==> src/rtl/dckv_pkg.sv <==
// Shared types, constants and the key-to-note ROM of the key velocity scanner.
`default_nettype none

package dckv_pkg;

  localparam int KEY_GROUPS  = 4;
  localparam int KEY_COLUMNS = 8;
  localparam int NOTE_COUNT  = 128;
  localparam int ROM_GROUPS  = 4;
  localparam int ROM_COLUMNS = 8;
  localparam int KEY_SLOTS   = KEY_GROUPS * KEY_COLUMNS;
  localparam int SLOT_W      = $clog2(KEY_SLOTS);

  localparam int GROUP_W  = 2;
  localparam int COLUMN_W = 3;
  localparam int TIME_W   = 32;
  localparam int NOTE_W   = 7;
  localparam int VEL_W    = 9;
  localparam int WINDOW_W = 16;

  localparam int CFG_INDEX_W = 1;
  localparam int CFG_DATA_W  = WINDOW_W;

  localparam logic [CFG_INDEX_W-1:0] CFG_WINDOW  = 1'd0;
  localparam logic [CFG_INDEX_W-1:0] CFG_MIN_VEL = 1'd1;

  localparam logic [WINDOW_W-1:0] WINDOW_RESET  = 16'd120;
  localparam logic [VEL_W-1:0]    MIN_VEL_RESET = 9'd38;
  localparam logic [VEL_W-1:0]    FULL_VEL      = 9'd256;

  // Quotient bits of the velocity division; the quotient stays below 256.
  localparam int QUO_W = 8;
  localparam int DIV_CNT_W = $clog2(QUO_W);

  localparam logic EV_NOTE_ON  = 1'b0;
  localparam logic EV_NOTE_OFF = 1'b1;

  localparam logic [1:0] PH_IDLE  = 2'd0;
  localparam logic [1:0] PH_FIRST = 2'd1;
  localparam logic [1:0] PH_TRIG  = 2'd2;

  typedef struct packed {
    logic [GROUP_W-1:0]  key_group;
    logic [COLUMN_W-1:0] key_column;
    logic                second_contact;
    logic                pressed;
    logic [TIME_W-1:0]   now_ms;
  } in_word_t;

  typedef struct packed {
    logic              event_kind;
    logic [NOTE_W-1:0] note_number;
    logic [VEL_W-1:0]  velocity;
  } out_word_t;

  typedef enum logic [1:0] {
    ST_IDLE,
    ST_DECIDE,
    ST_DIVIDE,
    ST_EMIT
  } state_t;

  typedef enum logic [1:0] {
    ACT_NONE,
    ACT_EMIT,
    ACT_DIVIDE
  } act_t;

  typedef struct packed {
    logic load;
    logic decide;
    logic div_step;
    logic emit;
  } cmd_t;

  typedef struct packed {
    act_t act;
    logic div_done;
    logic out_free;
  } status_t;

  function automatic logic [NOTE_W-1:0] note_of(input logic [GROUP_W-1:0] group,
                                                input logic [COLUMN_W-1:0] column);
    logic [NOTE_W-1:0] n;
    n = '0;
    case (group)
      2'd0: begin
        case (column)
          3'd0: n = 7'd68;
          3'd1: n = 7'd69;
          3'd2: n = 7'd70;
          3'd3: n = 7'd71;
          default: n = '0;
        endcase
      end
      2'd1: begin
        case (column)
          3'd0: n = 7'd60;
          3'd1: n = 7'd61;
          3'd2: n = 7'd62;
          3'd3: n = 7'd63;
          3'd4: n = 7'd64;
          3'd5: n = 7'd65;
          default: n = '0;
        endcase
      end
      2'd2: begin
        case (column)
          3'd0: n = 7'd52;
          3'd1: n = 7'd53;
          3'd2: n = 7'd54;
          3'd3: n = 7'd55;
          3'd4: n = 7'd56;
          3'd5: n = 7'd57;
          3'd6: n = 7'd58;
          default: n = '0;
        endcase
      end
      2'd3: begin
        case (column)
          3'd4: n = 7'd48;
          3'd5: n = 7'd51;
          default: n = '0;
        endcase
      end
      default: n = '0;
    endcase
    return n;
  endfunction

endpackage

`default_nettype wire

==> src/rtl/dual_contact_key_velocity.sv <==
// Top level of the dual-contact key velocity scanner.
//
//   channel | direction | handshake           | word
//   --------+-----------+---------------------+------------------------------
//   in      | input     | in_valid / in_stall  | group, column, contact, level, ms
//   out     | output    | out_valid / out_stall| kind, note, velocity
//   cfg     | input     | cfg_we               | cfg_index, cfg_data
//
// A sample is accepted (with the read of the contact time store), then decided
// from its key phase and the sounding map; a note-on between 2 ms and the
// window then runs the bit-serial divider, and any result loads the output register.
// Reset clears key phases and the 128-bit sounding map; the contact time store
// needs no clearing. The output register holds while out_stall is high; a new
// sample is still taken while a result waits.
`default_nettype none

module dual_contact_key_velocity (
  input  wire                              clk,
  input  wire                              rst,
  input  wire                              in_valid,
  output logic                             in_stall,
  input  wire dckv_pkg::in_word_t          in_word,
  output logic                             out_valid,
  input  wire                              out_stall,
  output dckv_pkg::out_word_t              out_word,
  input  wire                              cfg_we,
  input  wire [dckv_pkg::CFG_INDEX_W-1:0]  cfg_index,
  input  wire [dckv_pkg::CFG_DATA_W-1:0]   cfg_data
);

  dckv_pkg::cmd_t    cmd;
  dckv_pkg::status_t status;

  dckv_ctrl u_ctrl (
    .clk      (clk),
    .rst      (rst),
    .in_valid (in_valid),
    .status   (status),
    .in_stall (in_stall),
    .cmd      (cmd)
  );

  dckv_datapath u_datapath (
    .clk       (clk),
    .rst       (rst),
    .in_word   (in_word),
    .cmd       (cmd),
    .status    (status),
    .out_valid (out_valid),
    .out_stall (out_stall),
    .out_word  (out_word),
    .cfg_we    (cfg_we),
    .cfg_index (cfg_index),
    .cfg_data  (cfg_data)
  );

endmodule

`default_nettype wire

==> src/rtl/dckv_ctrl.sv <==
// Sequencer of the key velocity scanner: accept, decide, divide, emit.
`default_nettype none

module dckv_ctrl (
  input  wire             clk,
  input  wire             rst,
  input  wire             in_valid,
  input  wire dckv_pkg::status_t status,
  output logic            in_stall,
  output dckv_pkg::cmd_t  cmd
);

  dckv_pkg::state_t state, state_next;

  always_ff @(posedge clk) begin
    if (rst) begin
      state <= dckv_pkg::ST_IDLE;
    end else begin
      state <= state_next;
    end
  end

  always_comb begin
    state_next = state;
    case (state)
      dckv_pkg::ST_IDLE: begin
        if (in_valid) state_next = dckv_pkg::ST_DECIDE;
      end
      dckv_pkg::ST_DECIDE: begin
        case (status.act)
          dckv_pkg::ACT_EMIT:   state_next = dckv_pkg::ST_EMIT;
          dckv_pkg::ACT_DIVIDE: state_next = dckv_pkg::ST_DIVIDE;
          default:              state_next = dckv_pkg::ST_IDLE;
        endcase
      end
      dckv_pkg::ST_DIVIDE: begin
        if (status.div_done) state_next = dckv_pkg::ST_EMIT;
      end
      dckv_pkg::ST_EMIT: begin
        if (status.out_free) state_next = dckv_pkg::ST_IDLE;
      end
      default: state_next = dckv_pkg::ST_IDLE;
    endcase
  end

  always_comb begin
    in_stall     = (state != dckv_pkg::ST_IDLE);
    cmd.load     = (state == dckv_pkg::ST_IDLE) && in_valid;
    cmd.decide   = (state == dckv_pkg::ST_DECIDE);
    cmd.div_step = (state == dckv_pkg::ST_DIVIDE);
    cmd.emit     = (state == dckv_pkg::ST_EMIT) && status.out_free;
  end

endmodule

`default_nettype wire

==> src/rtl/dckv_datapath.sv <==
// Key state, contact time store, velocity divider and output register.
`default_nettype none

module dckv_datapath (
  input  wire                                  clk,
  input  wire                                  rst,
  input  wire dckv_pkg::in_word_t              in_word,
  input  wire dckv_pkg::cmd_t                  cmd,
  output dckv_pkg::status_t                    status,
  output logic                                 out_valid,
  input  wire                                  out_stall,
  output dckv_pkg::out_word_t                  out_word,
  input  wire                                  cfg_we,
  input  wire [dckv_pkg::CFG_INDEX_W-1:0]      cfg_index,
  input  wire [dckv_pkg::CFG_DATA_W-1:0]       cfg_data
);

  localparam int SW = dckv_pkg::SLOT_W;
  localparam int WW = dckv_pkg::WINDOW_W;
  localparam int TW = dckv_pkg::TIME_W;
  localparam int VW = dckv_pkg::VEL_W;
  localparam int QW = dckv_pkg::QUO_W;

  // configuration
  logic [WW-1:0] win;
  logic [VW-1:0] min_vel;

  // latched sample
  dckv_pkg::in_word_t        smp;
  logic [dckv_pkg::NOTE_W-1:0] note;
  logic [SW-1:0]             slot;
  logic [TW-1:0]             fct_rd;

  // key state
  logic [1:0]                         key_phase [dckv_pkg::KEY_SLOTS];
  logic [dckv_pkg::NOTE_COUNT-1:0]    sounding;
  logic [TW-1:0]                      fct_mem [dckv_pkg::KEY_SLOTS];

  // result build-up and divider
  logic                       kind;
  logic [VW-1:0]              vel;
  logic [WW:0]                div_rem;
  logic [QW-1:0]              div_quo;
  logic [dckv_pkg::DIV_CNT_W-1:0] div_cnt;

  logic [SW-1:0]  slot_next;
  logic [1:0]     phase;
  logic           snd;
  logic [TW-1:0]  dt;
  logic           dt_small;
  logic           dt_over;
  logic           set_first;
  logic           strike;
  logic           release_key;
  dckv_pkg::act_t act;
  logic [WW:0]    rem_shift;
  logic           rem_ge;
  logic [QW-1:0]  quo_next;
  logic [VW-1:0]  vel_floor;
  logic [VW-1:0]  vel_out;

  assign slot_next = SW'(32'(in_word.key_group) * dckv_pkg::KEY_COLUMNS
                         + 32'(in_word.key_column));

  always_ff @(posedge clk) begin
    if (rst) begin
      win     <= dckv_pkg::WINDOW_RESET;
      min_vel <= dckv_pkg::MIN_VEL_RESET;
    end else if (cfg_we) begin
      case (cfg_index)
        dckv_pkg::CFG_WINDOW:  win     <= cfg_data;
        dckv_pkg::CFG_MIN_VEL: min_vel <= cfg_data[VW-1:0];
        default: ;
      endcase
    end
  end

  always_ff @(posedge clk) begin
    if (cmd.load) begin
      smp  <= in_word;
      note <= dckv_pkg::note_of(in_word.key_group, in_word.key_column);
      slot <= slot_next;
    end
  end

  // contact time store: one write port, one registered read port
  always_ff @(posedge clk) begin
    if (cmd.decide && set_first) fct_mem[slot] <= smp.now_ms;
    if (cmd.load) fct_rd <= fct_mem[slot_next];
  end

  assign phase    = key_phase[slot];
  assign snd      = sounding[note];
  assign dt       = smp.now_ms - fct_rd;
  assign dt_small = (dt <= TW'(1));
  assign dt_over  = (dt >= TW'(win));

  always_comb begin
    set_first   = 1'b0;
    strike      = 1'b0;
    release_key = 1'b0;
    act         = dckv_pkg::ACT_NONE;
    if (note != '0) begin
      if (smp.pressed && !smp.second_contact) begin
        set_first = (phase == dckv_pkg::PH_IDLE);
      end else if (smp.pressed) begin
        if (phase == dckv_pkg::PH_FIRST && !snd) begin
          strike = 1'b1;
          act    = (dt_small || dt_over) ? dckv_pkg::ACT_EMIT : dckv_pkg::ACT_DIVIDE;
        end
      end else if (!smp.second_contact && phase != dckv_pkg::PH_IDLE) begin
        release_key = 1'b1;
        if (snd) act = dckv_pkg::ACT_EMIT;
      end
    end
  end

  always_ff @(posedge clk) begin
    if (rst) begin
      for (int i = 0; i < dckv_pkg::KEY_SLOTS; i++) key_phase[i] <= dckv_pkg::PH_IDLE;
      sounding <= '0;
    end else if (cmd.decide) begin
      if (set_first) key_phase[slot] <= dckv_pkg::PH_FIRST;
      if (strike) begin
        key_phase[slot] <= dckv_pkg::PH_TRIG;
        sounding[note]  <= 1'b1;
      end
      if (release_key) begin
        key_phase[slot] <= dckv_pkg::PH_IDLE;
        sounding[note]  <= 1'b0;
      end
    end
  end

  // restoring division: quotient of (window - dt) * 256 / window, one bit a cycle
  assign rem_shift = {div_rem[WW-1:0], 1'b0};
  assign rem_ge    = (rem_shift >= {1'b0, win});
  assign quo_next  = {div_quo[QW-2:0], rem_ge};

  always_ff @(posedge clk) begin
    if (cmd.decide) begin
      kind    <= strike ? dckv_pkg::EV_NOTE_ON : dckv_pkg::EV_NOTE_OFF;
      vel     <= (strike && dt_small) ? dckv_pkg::FULL_VEL : '0;
      div_rem <= {1'b0, win - dt[WW-1:0]};
      div_quo <= '0;
      div_cnt <= '0;
    end else if (cmd.div_step) begin
      div_rem <= rem_ge ? (rem_shift - {1'b0, win}) : rem_shift;
      div_quo <= quo_next;
      div_cnt <= div_cnt + 1'b1;
      vel     <= VW'(quo_next);
    end
  end

  // clamp note-on velocity from below; a floor above full counts as full
  assign vel_floor = (min_vel > dckv_pkg::FULL_VEL) ? dckv_pkg::FULL_VEL : min_vel;
  assign vel_out   = (kind == dckv_pkg::EV_NOTE_ON && vel < vel_floor) ? vel_floor : vel;

  always_ff @(posedge clk) begin
    if (rst) begin
      out_valid <= 1'b0;
    end else if (cmd.emit) begin
      out_valid <= 1'b1;
    end else if (!out_stall) begin
      out_valid <= 1'b0;
    end
  end

  always_ff @(posedge clk) begin
    if (cmd.emit) begin
      out_word.event_kind  <= kind;
      out_word.note_number <= note;
      out_word.velocity    <= vel_out;
    end
  end

  always_comb begin
    status.act      = act;
    status.div_done = (div_cnt == dckv_pkg::DIV_CNT_W'(QW - 1));
    status.out_free = !out_valid || !out_stall;
  end

endmodule

`default_nettype wire
==> config.mk <==
export PLATFORM = sky130hd
export DESIGN_NAME = dual_contact_key_velocity
export DESIGN_NICKNAME = d
export VERILOG_FILES = /design/src/rtl/dckv_pkg.sv /design/src/rtl/dual_contact_key_velocity.sv /design/src/rtl/dckv_ctrl.sv /design/src/rtl/dckv_datapath.sv
export SDC_FILE = /design/constraint.sdc
export NUM_CORES = 2
export LEC_CHECK = 0
export BUFFER_PORTS_ARGS = -buffer_cell sky130_fd_sc_hd__buf_4
export CAP_MARGIN = 10
export CORE_MARGIN = 10
export CORE_UTILIZATION = 27
export CTS_CLUSTER_SIZE = 20
export DETAILED_ROUTE_END_ITERATION = 6
export PLACE_DENSITY = 0.39
export SLEW_MARGIN = 40
export SYNTH_ARGS = -nofsm -noshare
export SYNTH_HDL_FRONTEND = slang
export SYNTH_HIERARCHICAL = 1
export SYNTH_SLANG_ARGS = --single-unit
==> constraint.sdc <==
create_clock -name clk -period 4.47 [get_ports clk]
set_input_delay 0.2235 -clock clk [delete_from_list [all_inputs] [get_ports clk]]
set_output_delay 0.2235 -clock clk [all_outputs]
set_load 0.005 [all_outputs]
After elaboration in Yosys (flattened, before gate mapping):

Memories as Yosys holds them, arrays and structs flattened. A register that Yosys moved wholly into a read port is not among the register bits.
Cells that the tools add are included.

* add/subtract/negate cells: 5
* magnitude comparators: 7
* equality and inequality tests: 20
* muxes and demuxes: 68
* bitwise logic cells: 7
* reductions and logical operators: 27

Operator list (number)
* 128-bit two-way mux: 4
* 128-bit AND: 1
* 128-bit NOT: 1
* 128-bit OR: 1
* 7-bit case mux with 4 select lines: 2
* 16-bit two-way mux: 3
* 9-bit two-way mux: 5
* 6-bit case mux with 7 select lines: 1
* 7-bit case mux with 6 select lines: 1
* 1-bit two-way mux: 33
* 32-bit by 16-bit >= comparator with 1-bit output: 1
* 32-bit by 1-bit <= comparator with 1-bit output, second input constant: 1
* 16-bit subtractor: 2
* 32-bit subtractor: 1
* 2-bit two-way mux: 12
* 17-bit by 16-bit >= comparator with 1-bit output: 1
* 3-bit == test, second input constant: 4
* 6-bit case mux with 2 select lines: 1
* 2-bit == test, second input constant: 5
* 5-bit two-way mux: 2
* 9-bit > comparator, second input constant: 1
* 1-bit logical AND: 9
* 9-bit < comparator: 1
* 2-bit by 1-bit == test with 1-bit output, second input constant: 4
* other kinds (23): 37

* bits in registers: 255
* bits in writable memories: 1088
* output and inout port bits: 19
* memories kept: 2

Memories
* u_datapath.fct_mem: depth 32, bits a word 32, read ports 1, clocked after memory_dff 1, write ports 1, RTL line dckv_datapath.sv:37 `logic [TW-1:0] fct_mem [dckv_pkg::KEY_SLOTS];`
* u_datapath.key_phase: depth 32, bits a word 2, read ports 1, clocked after memory_dff 1, write ports 32, RTL line dckv_datapath.sv:35 `logic [1:0] key_phase [dckv_pkg::KEY_SLOTS];`

Depth between registers and ports, before layout:

* depth after elaboration: 16
* depth in mapped cells: 20
* gate-level depth less buffers: 20

Hierarchy:

Netlist, hierarchy kept.

Modules (own cells, without submodules)
* dckv_datapath: instances 1, cells an instance 3097, area each 54768.8 µm², seq. area each 38346.8 µm²
* dckv_ctrl: instances 1, cells an instance 19, area each 158.9 µm², seq. area each 40.0 µm²

Worst setup path after synthesis:

Ideal clock, no wire load.

* path type: flip-flop to flip-flop
* start point: register u_ctrl.state[0]
* end point: register with a tool-made name
* library setup time: 75 ps
* arrival: 4613 ps
* data required time: 4395 ps
* setup slack: -219 ps
* cell stages (with the launch flop): 4
* cell sequence: dfxtp_1 or2_1 nor2_1 mux2_2

RTL lines
* from (decl): RTL line dckv_ctrl.sv:13 `dckv_pkg::state_t state, state_next;`
* from (signal assigned): RTL line dckv_ctrl.sv:17 `state <= dckv_pkg::ST_IDLE;`
* from (signal assigned): RTL line dckv_ctrl.sv:19 `state <= state_next;`

==> flow_metrics.py <==
metrics = {
    "outcome": {
        "status": "complete, no violations",
    },
    "logic_synthesis": {
        "ys_async_sr_fraction_pct": 0,
        "syn_inst": 3116,
        "cell_area_after_synthesis_um2": 54930,
        "synth.ff_latch_count": 1314,
        "yosys_warnings": 6,
        "synth-edff-count": 1207,
        "yosys-top-cells-count": "sky130_fd_sc_hd__edfxtp_1 (1207), sky130_fd_sc_hd__mux4_2 (320), sky130_fd_sc_hd__nor2_1 (188)",
        "synthDominantAreaCellType": "sky130_fd_sc_hd__edfxtp_1",
        "synth_fp_nets": 3269,
        "yosys-top-cells-area": "sky130_fd_sc_hd__edfxtp_1 (66%), sky130_fd_sc_hd__mux4_2 (13%), sky130_fd_sc_hd__dfxtp_1 (3.9%)",
        "synth.lib_cells_used.distinct": 83,
        "share_of_yosys_cell_area_claimed_by_the_top_area_cell_type_pct": 65.99,
        "synth.most_common_cell": "sky130_fd_sc_hd__edfxtp_1",
        "sequential_cell_area_fraction_in_the_yosys_report_pct": 69.89,
        "postSynth.topFlopCell": "sky130_fd_sc_hd__edfxtp_1",
        "synthesis.area_per_instance_um2": 17.63,
    },
    "grt": {
        "grt_antenna_before_repair": 12,
        "grt_overflow_total": 0,
        "grt_max_degree": 65,
        "globalRouteTotalUtil_pct": 15.31,
        "grt_pass1_wl_um": 245800,
        "via_count_of_the_first_global_routing_pass": 31279,
    },
    "timing": {
        "timing_max_transition_violations_final": 0,
        "setup-violations-final": 0,
        "fmaxAchievable_mhz": 232.6,
        "rsz0062_at_grt": "yes",
        "layout_setup_ws_ps": 169.9,
        "fin_worst_skew_ps": 32.68,
        "final_period_minus_worst_setup_slack_ps": 4300,
        "maxSlewHeadroom_pct": 45.40,
        "worst_hold_slack_ps": 105.6,
        "final_min_period_over_clock_period_pct": 96.20,
        "worst_pin_slew_ps": 819.0,
        "hold_violations": 0,
    },
    "clocking": {
        "ctsHtreeMaxLevel": 4,
        "clkTransAtPathRegs_ps": 60,
        "tritoncts.num_buffers": 151,
        "cts_tree": "built",
        "clk_path_buf_depth": 3,
        "cts_sinks": 1314,
        "worst_skew_late_latency_ps": 800,
        "cts.root.buffer_cell": "sky130_fd_sc_hd__clkbuf_16",
    },
    "drt": {
        "detail_route.drc_violations": 0,
        "vias": 30334,
        "route.detailed.vias_per_inst": 4.860,
        "detailedRoute.firstPassIterationCount": 5,
        "postRouteAntennaNets": 0,
        "drt-total-wl_um": 173000,
        "detailedRoute.firstIterationViolations": 2608,
        "detail_route.wl_per_cell_um": 27.71,
    },
    "place": {
        "numPlacedInstances": 5887,
        "globalplace.congestion": 0.7987,
        "buffer_ports.inserted": 79,
        "preCtsSetupSlack_ps": 74.61,
        "dp.final_hpwl_um": 106800,
        "postPlaceCellArea_um2": 60510,
    },
    "min_path": {
        "hold_path_startpoint": "in_word[34]",
        "hold_path_class": "in -> reg",
    },
    "power_and_ir_drop": {
        "pleak_uw": 0.02180,
        "power_per_cell_area_nw_per_um2": 438.1,
        "swShare_pct": 24.37,
        "clkPwrFrac_pct": 42.5,
        "power_report.internal_total_uw": 21960,
        "irDropWorstVdd_v": 0.0004007,
        "power_frac_seq_pct": 47.3,
        "share_comb_of_total_power_pct": 10.2,
        "power_switching_uw": 7073,
    },
    "worst_setup_path": {
        "kind_of_cell_adding_the_most_delay_to_the_critical_path": "compound AO/OA/AOI/OAI gates",
        "cp-end-kind": "register",
        "cell_chain_critical_path": "ha_1 -> nor2b_1 -> o31a_1 -> o21ai_0 -> buf_4 -> o31ai_1 -> a21oi_1 -> xnor2_1 -> ha_1 -> nand4_1 -> o21ai_0 -> a21oi_1 -> nand2_1 -> o32a_1 -> ha_1 -> or3b_1 -> a21oi_2",
        "startpoint": "u_datapath/smp[1]$_DFFE_PP_",
        "crit_path_max_incr_delay_ps": 450,
        "worst_path_maximum_fanout": 4,
        "timing.critical_path.buf_inv": 1,
        "cp_slowest_cell": "sky130_fd_sc_hd__edfxtp_1",
        "arrival_ps": 5030,
        "data_required_time_at_the_worst_endpoint_ps": 5200,
        "worst_setup_path_start_kind": "register",
        "criticalPathCategory": "reg -> reg",
        "crit-reg2reg-launch": "u_datapath/smp[1]$_DFFE_PP_",
        "path_common_cell": "sky130_fd_sc_hd__ha_1",
    },
    "layout": {
        "post-route-cell-area_um2": 66270,
        "nets": 3597,
        "layoutNonFillerInstCount": 6242,
        "final_layout_size_suffix_gt1_share_pct": 26.46,
        "layout-area-overhead-vs-synth_pct": 20.65,
    },
    "die": {
        "start_util_pct": 27.15,
        "coreArea_um2": 202300,
        "die_area_um2": 221900,
        "die_x_um": 471.0,
        "placement_rows": 165,
        "number_of_placed_i_o_pins": 80,
        "die_height_um": 471.0,
    },
    "run": {
        "drv_cap": 0,
    },
}
==> logic make-up after synthesis <==
| group | after synthesis | share of synthesized area (%) |
|---|---|---|
| multiplexers | 412 | 14.91 |
| AND/OR/NAND/NOR | 502 | 4.337 |
| XOR/XNOR | 47 | 0.7494 |
| AO/OA/AOI/OAI | 483 | 6.027 |
| adder cells (fa/ha/maj) | 92 | 2.137 |
| buffers and inverters | 266 | 1.952 |
| flip-flops | 1314 | 69.89 |
==> repair_timing <==
item	in CTS	in global routing
setup buffers	0	2
gates resized for setup	0	10
hold buffers	71	1
hold endpoints to repair	83	3
endpoints found under the setup margin	0	5
==> layout by cell type (no fill, tap or decap), types with 12 or more instances in the layout <==
master                             n
sky130_fd_sc_hd__a211oi_1         78
sky130_fd_sc_hd__clkbuf_1         33
sky130_fd_sc_hd__clkbuf_16       151
sky130_fd_sc_hd__a31oi_1          68
sky130_fd_sc_hd__nand2_1         138
sky130_fd_sc_hd__mux2i_1          42
sky130_fd_sc_hd__and3_1           15
sky130_fd_sc_hd__dfxtp_1         107
sky130_fd_sc_hd__ha_1             89
sky130_fd_sc_hd__o21ai_0          47
sky130_fd_sc_hd__clkinv_2         25
sky130_fd_sc_hd__a221o_1          20
sky130_fd_sc_hd__xnor2_1          27
sky130_fd_sc_hd__nand2b_1         12
sky130_fd_sc_hd__nor3_1           17
sky130_fd_sc_hd__buf_12           44
sky130_fd_sc_hd__mux4_2          320
sky130_fd_sc_hd__edfxtp_1       1207
sky130_fd_sc_hd__nor2_4           35
sky130_fd_sc_hd__nand3_1          15
sky130_fd_sc_hd__mux2_2           49
sky130_fd_sc_hd__nand4_1          12
sky130_fd_sc_hd__buf_4           239
sky130_fd_sc_hd__nor2b_1          28
sky130_fd_sc_hd__nor2_1          153
sky130_fd_sc_hd__inv_1            79
sky130_fd_sc_hd__a21oi_1          95
sky130_fd_sc_hd__dlygate4sd3_1    72
sky130_fd_sc_hd__a21o_1           68
sky130_fd_sc_hd__bufinv_16        14
sky130_fd_sc_hd__clkinv_1         36
sky130_fd_sc_hd__xor2_1           17
==> worst reg2reg max path: cells and delay by family (launching register included) <==
family,cells,cell delay [ps]
adder cells (fa/ha/maj),3,940
flip-flops,1,450
XOR/XNOR,1,360
AO/OA/AOI/OAI,8,1600
buffers and inverters,1,160
AND/OR/NAND/NOR,4,730
==> through the flow <==
step | setup TNS, ps | utilization [%] | total power (uW)
5_1_grt | -51.49 | 32.75 | 30200
4_1_cts | 0 | 32.69 | 29410
6_report | 0 | 32.76 | 29030
3_5_place_dp | 0 | 29.91 | 16910
3_3_place_gp | -7.204 | 29.89 | 16930
2_1_floorplan | 0 | - | 15730
==> flip-flops by register name, indices dropped and copies added (netlist names), named ones only <==
register              count
u_datapath/note           6
u_ctrl/state              1
u_datapath/kind           1
u_datapath/div_cnt        3
u_datapath/smp           34
u_datapath/fct_mem     1024
u_datapath/vel            9
u_datapath/sounding      64
u_datapath/div_quo        7
u_datapath/fct_rd        32
u_datapath/win           16
u_datapath/out_word      16
u_datapath/out_valid      1
u_datapath/slot           5
u_datapath/div_rem       16
u_datapath/min_vel        9
u_datapath/key_phase     64
==> layout make-up <==
type	count	area, um2
antenna	2	5.005
clock buffer	185	3916
clock inverter	92	1007
fill	19455	136000
inverter	81	304.0
multi-input combinational	1536	15850
sequential	1314	38390
tap	2672	3343
timing repair buffer	360	3460
==> final timing paths <==
path | end | slack [ps] | depth (start not counted)
hold reg to reg | u_datapath/win[15]$_SDFFE_PP0P_ | 470 | 2
hold / removal | u_datapath/note[1]$_DFFE_PP_ | 110 | 4
setup reg to reg | register | 170 | 17
setup / recovery | register | 170 | 17
==> metal layers <==
metal | up-vias | track usage [%] | wire length (um)
li1 | 13256 | - | -
met3 | 161 | 2.155 | 5701
met4 | 0 | 3.088 | 2472
met2 | 599 | 24.88 | 82390
met1 | 16318 | 21.82 | 82410
met5 | - | 0 | 0
==> power groups by stage <==
stage	Combinational, uW	Clock (uW)	Sequential, uW
after global placement	2940	0	14000
final	2960	12300	13700
after global routing	3260	13200	13700
after floorplan	1720	0	14000
after CTS	2990	12700	13700
after detailed placement	2920	0	14000
(Power assumes the default switching activity.)
